--- src/sv/assert_macros.svh ---
// Assertion helpers for the RTL files.
`ifndef ASSERT_MACROS_SVH
`define ASSERT_MACROS_SVH

// The consequent must hold in the same cycle as the antecedent.
`define ASSERT_IMPLY(label, clk, rst, ante, cons) \
  label: assert property (@(posedge clk) disable iff (rst) (ante) |-> (cons)) \
    else $error("assertion failed");

// The consequent must hold in the cycle after the antecedent.
`define ASSERT_NEXT(label, clk, rst, ante, cons) \
  label: assert property (@(posedge clk) disable iff (rst) (ante) |=> (cons)) \
    else $error("assertion failed");

`endif

--- src/sv/hcdm_pkg.sv ---
package hcdm_pkg;

  localparam int COUNT_W   = 16;
  localparam int DIST_W    = 23;
  localparam int FRAC_BITS = 21;
  localparam int POS_W     = 6;
  localparam int CENTER_W  = 5;

  localparam logic [CENTER_W-1:0] CENTER_RESET = 5'd20;
  localparam logic [POS_W-1:0]    POS_MAX      = 6'd63;

  typedef struct packed {
    logic [COUNT_W-1:0] leaves_a;
    logic [COUNT_W-1:0] ref_a;
    logic [COUNT_W-1:0] unk_a;
    logic [COUNT_W-1:0] leaves_b;
    logic [COUNT_W-1:0] ref_b;
    logic [COUNT_W-1:0] unk_b;
  } var_item_t;

  typedef struct packed {
    logic [COUNT_W-1:0] merged_ref;
    logic [COUNT_W-1:0] merged_unk;
    logic [COUNT_W-1:0] merged_leaves;
    logic [DIST_W-1:0]  weight;
  } eval_out_t;

endpackage

--- src/sv/hcdm_eval.sv ---
module hcdm_eval #(
  parameter int COUNT_BITS = 16,
  parameter int MAX_SIDE   = 20
) (
  input  logic [hcdm_pkg::CENTER_W-1:0] center,
  input  logic [hcdm_pkg::POS_W-1:0]    pos,
  input  hcdm_pkg::var_item_t           item,
  output hcdm_pkg::eval_out_t           res
);

  function automatic logic ref_major(input logic [COUNT_BITS-1:0] leaves,
                                     input logic [COUNT_BITS-1:0] refc,
                                     input logic [COUNT_BITS-1:0] unk);
    logic [COUNT_BITS-1:0] alt;
    alt = leaves - refc - unk;
    return refc >= alt;
  endfunction

  function automatic logic [COUNT_BITS-1:0] sat_add(input logic [COUNT_BITS-1:0] x,
                                                    input logic [COUNT_BITS-1:0] y);
    logic [COUNT_BITS:0] s;
    s = {1'b0, x} + {1'b0, y};
    return s[COUNT_BITS] ? {COUNT_BITS{1'b1}} : s[COUNT_BITS-1:0];
  endfunction

  logic [COUNT_BITS-1:0] la, ra, ua, lb, rb, ub;
  logic [hcdm_pkg::POS_W-1:0] center_ext, d;
  logic left, near, maj_a, maj_b, unk_diff;
  logic [hcdm_pkg::CENTER_W-1:0] sh_major, sh_unk;

  assign la = item.leaves_a[COUNT_BITS-1:0];
  assign ra = item.ref_a[COUNT_BITS-1:0];
  assign ua = item.unk_a[COUNT_BITS-1:0];
  assign lb = item.leaves_b[COUNT_BITS-1:0];
  assign rb = item.ref_b[COUNT_BITS-1:0];
  assign ub = item.unk_b[COUNT_BITS-1:0];

  assign center_ext = {1'b0, center};
  assign left       = pos <= center_ext;
  assign d          = left ? center_ext - pos : pos - center_ext;
  assign near       = d <= hcdm_pkg::POS_W'(MAX_SIDE);

  assign maj_a    = ref_major(la, ra, ua);
  assign maj_b    = ref_major(lb, rb, ub);
  assign unk_diff = (ua != '0) != (ub != '0);

  // Only used when the variant is near, so d is at most MAX_SIDE (20) and the shifts stay non-negative.
  assign sh_major = hcdm_pkg::CENTER_W'(hcdm_pkg::FRAC_BITS) - d[hcdm_pkg::CENTER_W-1:0];
  assign sh_unk   = sh_major - 5'd1;

  always_comb begin
    res.merged_ref    = hcdm_pkg::COUNT_W'(sat_add(ra, rb));
    res.merged_unk    = hcdm_pkg::COUNT_W'(sat_add(ua, ub));
    res.merged_leaves = hcdm_pkg::COUNT_W'(sat_add(la, lb));
    res.weight        = '0;
    if (near) begin
      if (maj_a != maj_b) begin
        res.weight = hcdm_pkg::DIST_W'(1) << sh_major;
      end else if (left && unk_diff) begin
        res.weight = hcdm_pkg::DIST_W'(1) << sh_unk;
      end
    end
  end

endmodule

--- src/sv/haplotype_cluster_distance_merge_core.sv ---
// Center-weighted distance and merge of two haplotype clusters. Each input item
// carries one variant's leaf, reference and unknown counts for both clusters, and
// yields one result item with the saturating merged counts and the running
// distance (23 bits, 21 fraction bits); the result that answers the item marked
// with s_tlast holds the final distance and is itself marked with m_tlast, and
// the window position and distance then restart at zero for the next pair. An
// item passes the input register, then the result register; one item is taken
// every cycle unless m_tready stalls the output, and the distance accumulator is
// written with the result. The user must write center_index (reset 20) through
// cfg_we/cfg_wdata only while no item is in flight; the core does not enforce it.
`include "assert_macros.svh"

module haplotype_cluster_distance_merge_core #(
  parameter int COUNT_BITS = 16,
  parameter int MAX_SIDE   = 20
) (
  input  logic        clk,
  input  logic        rst,
  input  logic        cfg_we,
  input  logic [4:0]  cfg_wdata,
  input  logic        s_tvalid,
  output logic        s_tready,
  // leaves_a, ref_a, unk_a, leaves_b, ref_b, unk_b (16 bits each, lowest first)
  input  logic [95:0] s_tdata,
  input  logic        s_tlast,
  output logic        m_tvalid,
  input  logic        m_tready,
  // merged_ref [15:0], merged_unk [31:16], merged_leaves [47:32],
  // pair_distance [70:48], zero pad [71]
  output logic [71:0] m_tdata,
  output logic        m_tlast
);

  logic [hcdm_pkg::CENTER_W-1:0] center_index;
  logic [hcdm_pkg::POS_W-1:0]    variant_position, variant_position_next;
  logic [hcdm_pkg::DIST_W-1:0]   distance_sum, distance_sum_next;
  logic [hcdm_pkg::DIST_W:0]     sum_wide;

  logic                  s1_valid;
  logic                  s1_last;
  hcdm_pkg::var_item_t   s1_item;
  hcdm_pkg::eval_out_t   ev;
  logic                  out_adv;

  logic                            out_valid;
  logic                            out_final;
  logic [hcdm_pkg::COUNT_W-1:0]    out_ref, out_unk, out_leaves;
  logic [hcdm_pkg::DIST_W-1:0]     out_dist;

  hcdm_eval #(
    .COUNT_BITS(COUNT_BITS),
    .MAX_SIDE  (MAX_SIDE)
  ) u_eval (
    .center(center_index),
    .pos   (variant_position),
    .item  (s1_item),
    .res   (ev)
  );

  assign out_adv  = s1_valid && (!out_valid || m_tready);
  assign s_tready = !s1_valid || out_adv;

  assign sum_wide          = {1'b0, distance_sum} + {1'b0, ev.weight};
  assign distance_sum_next = sum_wide[hcdm_pkg::DIST_W] ? '1
                                                        : sum_wide[hcdm_pkg::DIST_W-1:0];

  always_comb begin
    if (s1_last) begin
      variant_position_next = '0;
    end else if (variant_position < hcdm_pkg::POS_MAX) begin
      variant_position_next = variant_position + 6'd1;
    end else begin
      variant_position_next = hcdm_pkg::POS_MAX;
    end
  end

  always_ff @(posedge clk) begin
    if (rst) begin
      center_index     <= hcdm_pkg::CENTER_RESET;
      variant_position <= '0;
      distance_sum     <= '0;
      s1_valid         <= 1'b0;
      out_valid        <= 1'b0;
    end else begin
      if (cfg_we) begin
        center_index <= cfg_wdata;
      end
      if (s_tready) begin
        s1_valid <= s_tvalid;
      end
      if (out_adv) begin
        out_valid        <= 1'b1;
        variant_position <= variant_position_next;
        distance_sum     <= s1_last ? '0 : distance_sum_next;
      end else if (m_tready) begin
        out_valid <= 1'b0;
      end
    end
  end

  always_ff @(posedge clk) begin
    if (s_tvalid && s_tready) begin
      s1_item.leaves_a <= s_tdata[15:0];
      s1_item.ref_a    <= s_tdata[31:16];
      s1_item.unk_a    <= s_tdata[47:32];
      s1_item.leaves_b <= s_tdata[63:48];
      s1_item.ref_b    <= s_tdata[79:64];
      s1_item.unk_b    <= s_tdata[95:80];
      s1_last          <= s_tlast;
    end
    if (out_adv) begin
      out_ref    <= ev.merged_ref;
      out_unk    <= ev.merged_unk;
      out_leaves <= ev.merged_leaves;
      out_dist   <= distance_sum_next;
      out_final  <= s1_last;
    end
  end

  assign m_tvalid = out_valid;
  assign m_tdata  = {1'b0, out_dist, out_leaves, out_unk, out_ref};
  assign m_tlast  = out_final;

  // A window's distance only grows until its last variant.
  `ASSERT_NEXT(a_dist_grows, clk, rst, out_adv && !s1_last, distance_sum >= $past(distance_sum))
  // The last variant of a window leaves the state cleared for the next pair.
  `ASSERT_NEXT(a_window_clear, clk, rst, out_adv && s1_last,
               variant_position == '0 && distance_sum == '0)
  // Within a window the shown distance is the accumulator just written.
  `ASSERT_NEXT(a_dist_shown, clk, rst, out_adv && !s1_last, out_dist == distance_sum)

endmodule
--- config.mk ---
export PLATFORM = sky130hd
export DESIGN_NAME = haplotype_cluster_distance_merge_core
export DESIGN_NICKNAME = d
export VERILOG_FILES = /design/src/sv/hcdm_pkg.sv /design/src/sv/hcdm_eval.sv /design/src/sv/haplotype_cluster_distance_merge_core.sv
export VERILOG_INCLUDE_DIRS = /design/src /design/src/sv
export SDC_FILE = /design/constraint.sdc
export NUM_CORES = 1
export LEC_CHECK = 0
export CAP_MARGIN = 20
export CORE_ASPECT_RATIO = 1.4
export CORE_MARGIN = 4
export CORE_UTILIZATION = 55
export CTS_CLUSTER_SIZE = 40
export DETAILED_ROUTE_END_ITERATION = 10
export DONT_BUFFER_PORTS = 1
export GPL_ROUTABILITY_DRIVEN = 1
export HOLD_SLACK_MARGIN = 0.05
export PLACE_DENSITY = 0.76
export SLEW_MARGIN = 20
export SYNTH_ARGS = -nofsm -noshare
export SYNTH_HDL_FRONTEND = slang
export SYNTH_HIERARCHICAL = 1
export SYNTH_SLANG_ARGS = --single-unit
--- constraint.sdc ---
create_clock -name clk -period 17.7 [get_ports clk]
set_clock_uncertainty 0.1 [all_clocks]
set_input_delay 3.54 -clock clk [delete_from_list [all_inputs] [get_ports clk]]
set_output_delay 3.54 -clock clk [all_outputs]
set_load 0.005 [all_outputs]
Word level (Yosys, flattened, before mapping)
Cells that the tools add are included.

Magnitude comparators: 5. Shifts and indexed selects: 2. Equality and inequality tests: 2. Add/subtract/negate cells: 13. Multipliers: 0. Muxes and demuxes: 10. Reductions and logical operators: 10. Div/mod/pow operators: 0. Bitwise logic cells: 0.

Operators with widths (count): $mux 23 (5); $sub 16x16->16 (4); $add 16x16->17 (3); $shl 1x5->23 const A (2); $ge 16x16->1 (2); $reduce_bool 16->1 (2); $add 23x23->24 (1); $mux 6 (3); $add 6x1->6 const B (1); $le 6x5->1 (1); $le 6x5->1 const B (1); $lt 6x6->1 const B (1); $sub 5x6->6 (1); $sub 6x5->6 (1); $sub 5x1->5 const B (1); $sub 5x5->5 const A (1); $logic_and 1x1->1 (3); $logic_not 1->1 (2); $logic_or 1x1->1 (2); $mux 1 (2); $ne 1x1->1 (2); $reduce_bool 2->1 (1).

Memory bits (writable): 0. Logic and storage cells: 59. Memories kept: 0. Bits in read-only memories: 0. Output and inout bits: 75. Register bits: 205. Input port bits: 107. Bits in latches: 0.

Depth between registers and ports, before layout
Gate-level depths: netlist of run 1.

Depth after elaboration: 11. Mapped depth: 33. Mapped depth without buffers: 32.

Modules after synthesis
Netlist of run 1, hierarchy kept.

By module, submodules not included: haplotype_cluster_distance_merge_core (sequential area each 5795.6 um^2, cells each 495, area each 7752.4 um^2, instances 1); hcdm_eval (sequential area each 0.0 um^2, cells each 856, area each 6303.5 um^2, instances 1).

Worst setup path before layout of run 1
No wires, ideal clock.

Path type: input port to output port. Start: input m_tready. End: output s_tready. Data arrival time: 3.806 ns. Slack: 10.254 ns. Stages: 2. Buffers on the path: 0. Data required time: 14.060 ns. Cell sequence: nor2b_1 nand2_1.

Word-level cells in the longest chain between the ends: 3.

RTL lines: from (decl) (RTL line haplotype_cluster_distance_merge_core.sv:27) `input logic m_tready,`; $logic_or 1x1->1 (RTL line haplotype_cluster_distance_merge_core.sv:60) `assign out_adv = s1_valid && (!out_valid || m_tready);`; $logic_and 1x1->1 (RTL line haplotype_cluster_distance_merge_core.sv:60); $logic_or 1x1->1 (RTL line haplotype_cluster_distance_merge_core.sv:61) `assign s_tready = !s1_valid || out_adv;`; to (decl) (RTL line haplotype_cluster_distance_merge_core.sv:22) `output logic s_tready,`.

No other way between the ends.

==> qor.txt, run 1 <==
outcome = finished, final reports clean
global placement routability congestion = 0.895
combinational family with the most area after synthesis = adder cells
Post-CTS Setup Repair Bufs = 0
CTS tree = built
fin area = 15200 um2
number of clock buffers inserted by TritonCTS = 22
FF+latch area = 5800 um2
top flip-flop cell by instance count after synthesis = edfxtp_1
number of endpoints failing setup at the final stage = 0
root buffer cell = clkbuf_16
input/output buffers = 0
initial antenna violation count = 3
post-synthesis cell type with the largest combined area = edfxtp_1
hold violation count in the final report = 0
reported max-cap violation count = 0
startpoint of the worst register-to-register path = s1_item[66]
part of the power in registers = 39.6%
share of power burned in combinational logic = 26.5%
Seq/Total Area, Yosys = 41.2%
Net count, final = 1648
multi-input gate area in the final layout = 7730 um2
total negative setup slack = 0 ns
share of async-settable or async-resettable flops after synthesis = 0%
endpoint type of the worst setup path = flop
GRT Total Usage = 23.8%
data arrival time at the worst-slack endpoint = 8.11 ns
Avg Synthesized Cell Area = 10.4 um2
num rows = 69
post_cts resized = 0
mux contribution to synthesized area = 1.08%
later-pin clock latency in the skew report = 0.54 ns
highest clock rate = 0.128 GHz
starting density of the core = 55.6%
first-pass GRT wire length = 53.0 mm
beginning of the worst hold path = distance_sum[4]
crit path max-delay cell type = edfxtp_1
Via Count = 10.3k
area fraction in compound gates after synthesis = 15.5%
share of Yosys cell area claimed by the top area cell type = 36.1%
hpwl dp = 26.8 mm
core footprint = 25300 um2
commonest cells after routing, fill and taps aside = edfxtp_1, ha_1, nand2_1
Max Fanout on Critical Path = 20
Routed WL = 34.4 mm
number of enable-type register cells in the synthesized netlist = 169
cell area power density = 96.7 nW/um2
startpoint kind of the worst setup timing path = flop
Reg2Reg Setup Slack = 9.89 ns
number of distinct standard cells referenced by the synthesized netlist = 71
tightest hold margin = 0.393 ns
clock-pin transition on the worst setup and hold timing paths = 0.06 ns
floorplan die area = 28200 um2
cell types occupying the most area after synthesis = edfxtp_1, ha_1, dfxtp_1, fa_1, nand2_1
Worst Path Class, Setup = flop to flop
number of warning messages in the yosys log = 6
synthesized-area fraction occupied by xor and xnor cells = 5.76%
largest buffer count on any clock path = 3
worst hold-check path type = flop to flop
post-layout min period = 7.81 ns
Clk network pwr share = 33.9%
number of cells produced by synthesis = 1351
DR WL/cell = 20.3 um
adder-cell area share of the yosys netlist = 18.6%
buffering stage count on the worst path with inverters included = 2
worst-case hold path end point = distance_sum[4]
met3 Usage GRT = 3.41%
ratio of routed vias to standard cells = 6.12
Die Height = 197 um
via count of the first global-routing pass = 10.5k
worst r2r path cells = 30
actual slew at the worst max-slew pin = 1.09 ns
number of instances on the worst hold path = 1
clock sink count = 205
maximum number of pins on one net before global-route repair = 83
Simple-Gate Fraction of Synth Area = 13.9%
leading cell type in the layout, fill and taps excluded = edfxtp_1
Post-route DRC = 0
leakage power of the design = 6.25 nW
remaining global-route overflow = 0
end of the worst register-to-register path = distance_sum[1]
Hold-fix buffers, CTS = 0
crit share post-route = 44.1%
GR Util met1 = 24.8%
Antenna Cells = 0
met2 GRT Util = 47.3%
share of final-layout standard cells stronger than drive strength 1 = 5.62%
die boundary width = 143 um
total of fill cells in the finished design = 2065
total count of max-transition violations in the final report = 0
H-Tree Level Count = 1
internal power component = 0.00102 W
net count of the mapped netlist = 1645
drt pass-1 iters = 5
cell area after technology mapping = 14100 um2
maximum cell stage delay along the critical path = 0.45 ns
post-route core utilization = 60.0%
num ports = 182
cell area after placement = 14400 um2
DRC violation total after the first TritonRoute iteration = 576
global route hottest layer = met2
peak supply drop = 0.120 mV
layout overhead on the synthesized area = 7.98%
Final ANT Viol Nets = 0
flip-flop and latch count after synthesis = 205
cell type group with the largest total delay on the critical path = compound AO/OA/AOI/OAI gates
total net switching power = 0.000451 W
data required time at the worst endpoint = 18.01 ns
relative slew slack = 27.0%
unrepaired setup endpoints after global routing = no
switching power as a share of total power = 30.7%
## worst reg2reg max path: cells and delay by family (launching register included)
family	cells	cell delay, ns
adders and majority gates	4	1.31
AOI/OAI and AO/OA	15	3.39
buffers and inverters	2	0.39
xor gates and xnor gates	2	0.54
DFF	1	0.45
and+or+nand+nor	7	1.49
## metal layers
metal / part of all wire [%] / vias to the layer above / wire length [um]
met5: 0.058 / - / 20
met3: 4.2 / 77 / 1450
met1: 37 / 5018 / 12600
met2: 56 / 274 / 19200
li1: - / 4957 / -
met4: 3.2 / 4 / 1100
## sequential cells by signal, indices dropped and copies added (netlist names), 5 cells and up
name	cells
s1_item	96
out_unk	16
out_dist	23
distance_sum	23
variant_position	6
out_leaves	16
out_ref	16
center_index	5
## metrics by stage
stage / setup WS, ns / total power [W] / instances
6_report: 9.89 / 0.00147 / 1689
2_1_floorplan: 10.25 / 0.000883 / 1351
3_5_place_dp: 10.09 / 0.000975 / 1649
3_3_place_gp: 10.21 / 0.000963 / 1649
5_1_grt: 9.27 / 0.00154 / 1689
4_1_cts: 10.06 / 0.00148 / 1689
## Yosys cell counts, drive strengths merged, types with 4 or more instances
library cell / number
o31ai: 4
nand2b: 33
o21a: 21
and4: 4
ha: 151
inv: 111
and2: 9
o21bai: 4
xor2: 40
a31o: 8
mux2i: 8
dfxtp: 36
o211ai: 21
o32ai: 6
nor2b: 22
nor4: 11
a211oi: 8
and3: 8
clkbuf: 16
nand2: 117
nor2: 71
o22ai: 5
a21oi: 77
nor3: 45
a221o: 4
edfxtp: 169
buf: 11
a21o: 27
a31oi: 22
xnor2: 49
o2111ai: 8
nand3b: 6
nand4: 14
or3: 7
or2: 4
a22o: 21
nand3: 34
o21ai: 67
mux2: 5
fa: 36
## worst max-delay path by stage
| stage | start | endpoint | slack (ns) | cells after the start |
|---|---|---|---|---|
| finish | s1_item[66] | distance_sum[1] | 9.89 | 30 |
| global route | s1_item[66] | distance_sum[1] | 9.27 | 30 |
| CTS | s1_item[66] | distance_sum[1] | 10.06 | 30 |
| detailed placement | s1_item[66] | distance_sum[8] | 10.09 | 30 |
| global placement | m_tready | s_tready | 10.21 | 2 |
| floorplan | m_tready | s_tready | 10.25 | 2 |
## power groups by stage
stage	Sequential [W]	Clock [W]	Combinational (W)
after detailed placement	0.000591	0	0.000383
after global placement	0.000591	0	0.000372
after global routing	0.000584	0.000524	0.000435
after floorplan	0.000581	0	0.000302
final	0.000581	0.000498	0.000390
after CTS	0.000581	0.000509	0.000385
## kinds of logic (layout without fill, tap and decap cells)
kind of cell	Yosys count	after routing
AOI/OAI and AO/OA	325	325
xor gates and xnor gates	90	90
adders and majority gates	187	187
buffers and inverters	138	157
DFF	205	205
muxes	13	13
other	1	1
and+or+nand+nor	392	392
## final cells by class
cell class              count  area share [%]
multi-input cells        1008            51.0
flip-flops and latches    205            38.2
clock buffers              23            3.79
inverters                 111            2.75
well taps                 319            2.63
clock inverters            17            1.39
repair buffers              6           0.297
Power figures use the tool's default switching activity.
==> run 2, diff against run 1 <==
==> constraint.sdc (replaced) <==
create_clock -name clk -period 7.4 [get_ports clk]
set_clock_uncertainty 0.1 [all_clocks]
set_input_delay 1.48 -clock clk [delete_from_list [all_inputs] [get_ports clk]]
set_output_delay 1.48 -clock clk [all_outputs]
set_load 0.005 [all_outputs]
==> run 2 against run 1 <==
Effect of this change: sequential cell count unchanged; register-to-register slack worse by 9.8 ns; critical path depth unchanged.
==> qor.txt, run 2 (synthesized netlist as in run 1, its figures left out) <==
reported max-cap violation count = 0
clock sink count = 205
remaining global-route overflow = 0
largest reg by FF count = s1_item
commonest cells after routing, fill and taps aside = edfxtp_1, ha_1, inv_1
leading cell type in the layout, fill and taps excluded = edfxtp_1
via count of the first global-routing pass = 10.5k
switching power as a share of total power = 30.4%
Overall Power = 0.00358 W
placed instance count = 1652
total count of max-transition violations in the final report = 0
peak supply drop = 0.336 mV
layout overhead on the synthesized area = 12.4%
Routed WL = 36.5 mm
Post-route DRC = 0
maximum number of pins on one net before global-route repair = 83
fin area = 15800 um2
total net switching power = 0.00109 W
hpwl dp = 27.7 mm
data required time at the worst endpoint = 7.71 ns
share of final-layout standard cells stronger than drive strength 1 = 11.4%
hold violation count in the final report = 0
post-layout min period = 7.33 ns
floorplan die area = 28200 um2
Largest regs = s1_item: 96 flops, distance_sum: 23 flops, out_dist: 23 flops
Clk network pwr share = 33.0%
max FFs per register = 96
highest clock rate = 0.136 GHz
worst hold-check path type = flop to flop
Die Height = 197 um
initial antenna violation count = 2
DR WL/cell = 21.3 um
leakage power of the design = 6.41 nW
part of the power in registers = 38.8%
multi-input gate area in the final layout = 8160 um2
Max Fanout on Critical Path = 6
startpoint kind of the worst setup timing path = flop
endpoint type of the worst setup path = flop
drt pass-1 iters = 5
actual slew at the worst max-slew pin = 1.08 ns
Setup WS post-layout = 0.0688 ns
later-pin clock latency in the skew report = 0.53 ns
Hold-fix buffers, CTS = 0
CTS tree = built
Worst Path Class, Setup = flop to flop
Final ANT Viol Nets = 0
relative slew slack = 27.7%
cell area after placement = 14400 um2
outcome = finished, final reports clean
internal power component = 0.00249 W
num ports = 182
crit share post-route = 99.1%
number of clock buffers inserted by TritonCTS = 21
die boundary width = 143 um
core footprint = 25300 um2
share of power burned in combinational logic = 28.2%
total of fill cells in the finished design = 2005
number of endpoints failing setup at the final stage = 0
first-pass GRT wire length = 54.7 mm
input/output buffers = 0
unrepaired setup endpoints after global routing = yes
cell area power density = 227 nW/um2
H-Tree Level Count = 1
ratio of routed vias to standard cells = 6.18
worst slack, placed = 0.0157 ns
maximum cell stage delay along the critical path = 0.49 ns
Net count, final = 1671
data arrival time at the worst-slack endpoint = 7.64 ns
clock-pin transition on the worst setup and hold timing paths = 0.06 ns
Via Count = 10.6k
root buffer cell = clkbuf_16
Antenna Cells = 0
DRC violation total after the first TritonRoute iteration = 721
crit path max-delay cell type = fa_1
FF+latch area = 5800 um2
num rows = 69
number of standard cells in the final layout excluding fillers = 1710
GRT Total Usage = 24.6%
global placement routability congestion = 0.937
starting density of the core = 55.6%
largest buffer count on any clock path = 3
==> run 2: changes by cell type in the layout (fill, tap and decap cells not counted), sizes merged <==
cell,change
clkbuf,+2
inv,-2
clkinv,-4
bufinv,+2
buf,+23
==> run 2: worst paths after layout <==
path,start,endpoint,slack (ns),depth (start not counted)
max,s1_item[3],distance_sum[5],0.07,30
min,distance_sum[14],distance_sum[14],0.40,1
max reg2reg,s1_item[3],distance_sum[5],0.07,30
min reg2reg,distance_sum[14],distance_sum[14],0.40,1
==> run 2: worst max-delay path, delay by kind of cell, from the launching register on <==
family	cells	cell delay (ns)
XOR/XNOR	2	0.28
flip-flops	1	0.44
buffers and inverters	3	0.47
multiplexers	1	0.36
adder cells (fa/ha/maj)	4	1.47
AND/OR/NAND/NOR	6	1.00
AO/OA/AOI/OAI	14	3.07
==> run 2: timing repair <==
action / 4_1_cts / 5_1_grt
pin swaps: 0 / 36
buffers inserted: 1 / 17
endpoints found under the hold margin: 0 / 0
gates cloned: 0 / 3
gates resized for setup: 0 / 101
setup endpoints to repair: 1 / 46
==> run 2: layer usage <==
layer,up-vias,share of wire [%],GRT usage [%]
met5,-,0.019,0
met4,2,3.9,8.98
met3,79,5.4,3.97
met2,372,55,47.3
met1,5103,36,26.8
li1,5010,-,-
==> run 2: through the flow <==
step / util, % / hold WS, ns / TNS, ns
2_1_floorplan: - / 0.325 / 0
3_3_place_gp: 57.0 / 0.377 / 0
3_5_place_dp: 57.0 / 0.379 / 0
4_1_cts: 60.0 / 0.395 / 0
5_1_grt: 62.4 / 0.411 / -6.48
6_report: 62.4 / 0.397 / 0
==> run 2: power groups by stage <==
| stage | logic, W | registers [W] | clock network (W) |
|---|---|---|---|
| after floorplan | 0.000722 | 0.00139 | 0 |
| after global placement | 0.000895 | 0.00141 | 0 |
| after detailed placement | 0.000922 | 0.00142 | 0 |
| after CTS | 0.000939 | 0.00139 | 0.00120 |
| after global routing | 0.00112 | 0.00140 | 0.00125 |
| final | 0.00101 | 0.00139 | 0.00118 |
==> run 2: final cells by class <==
class | count | area share, %
multi-input combinational | 1008 | 51.7
sequential | 205 | 36.7
clock buffer | 24 | 3.40
inverter | 111 | 2.65
tap | 319 | 2.53
timing repair buffer | 30 | 1.68
clock inverter | 13 | 1.40
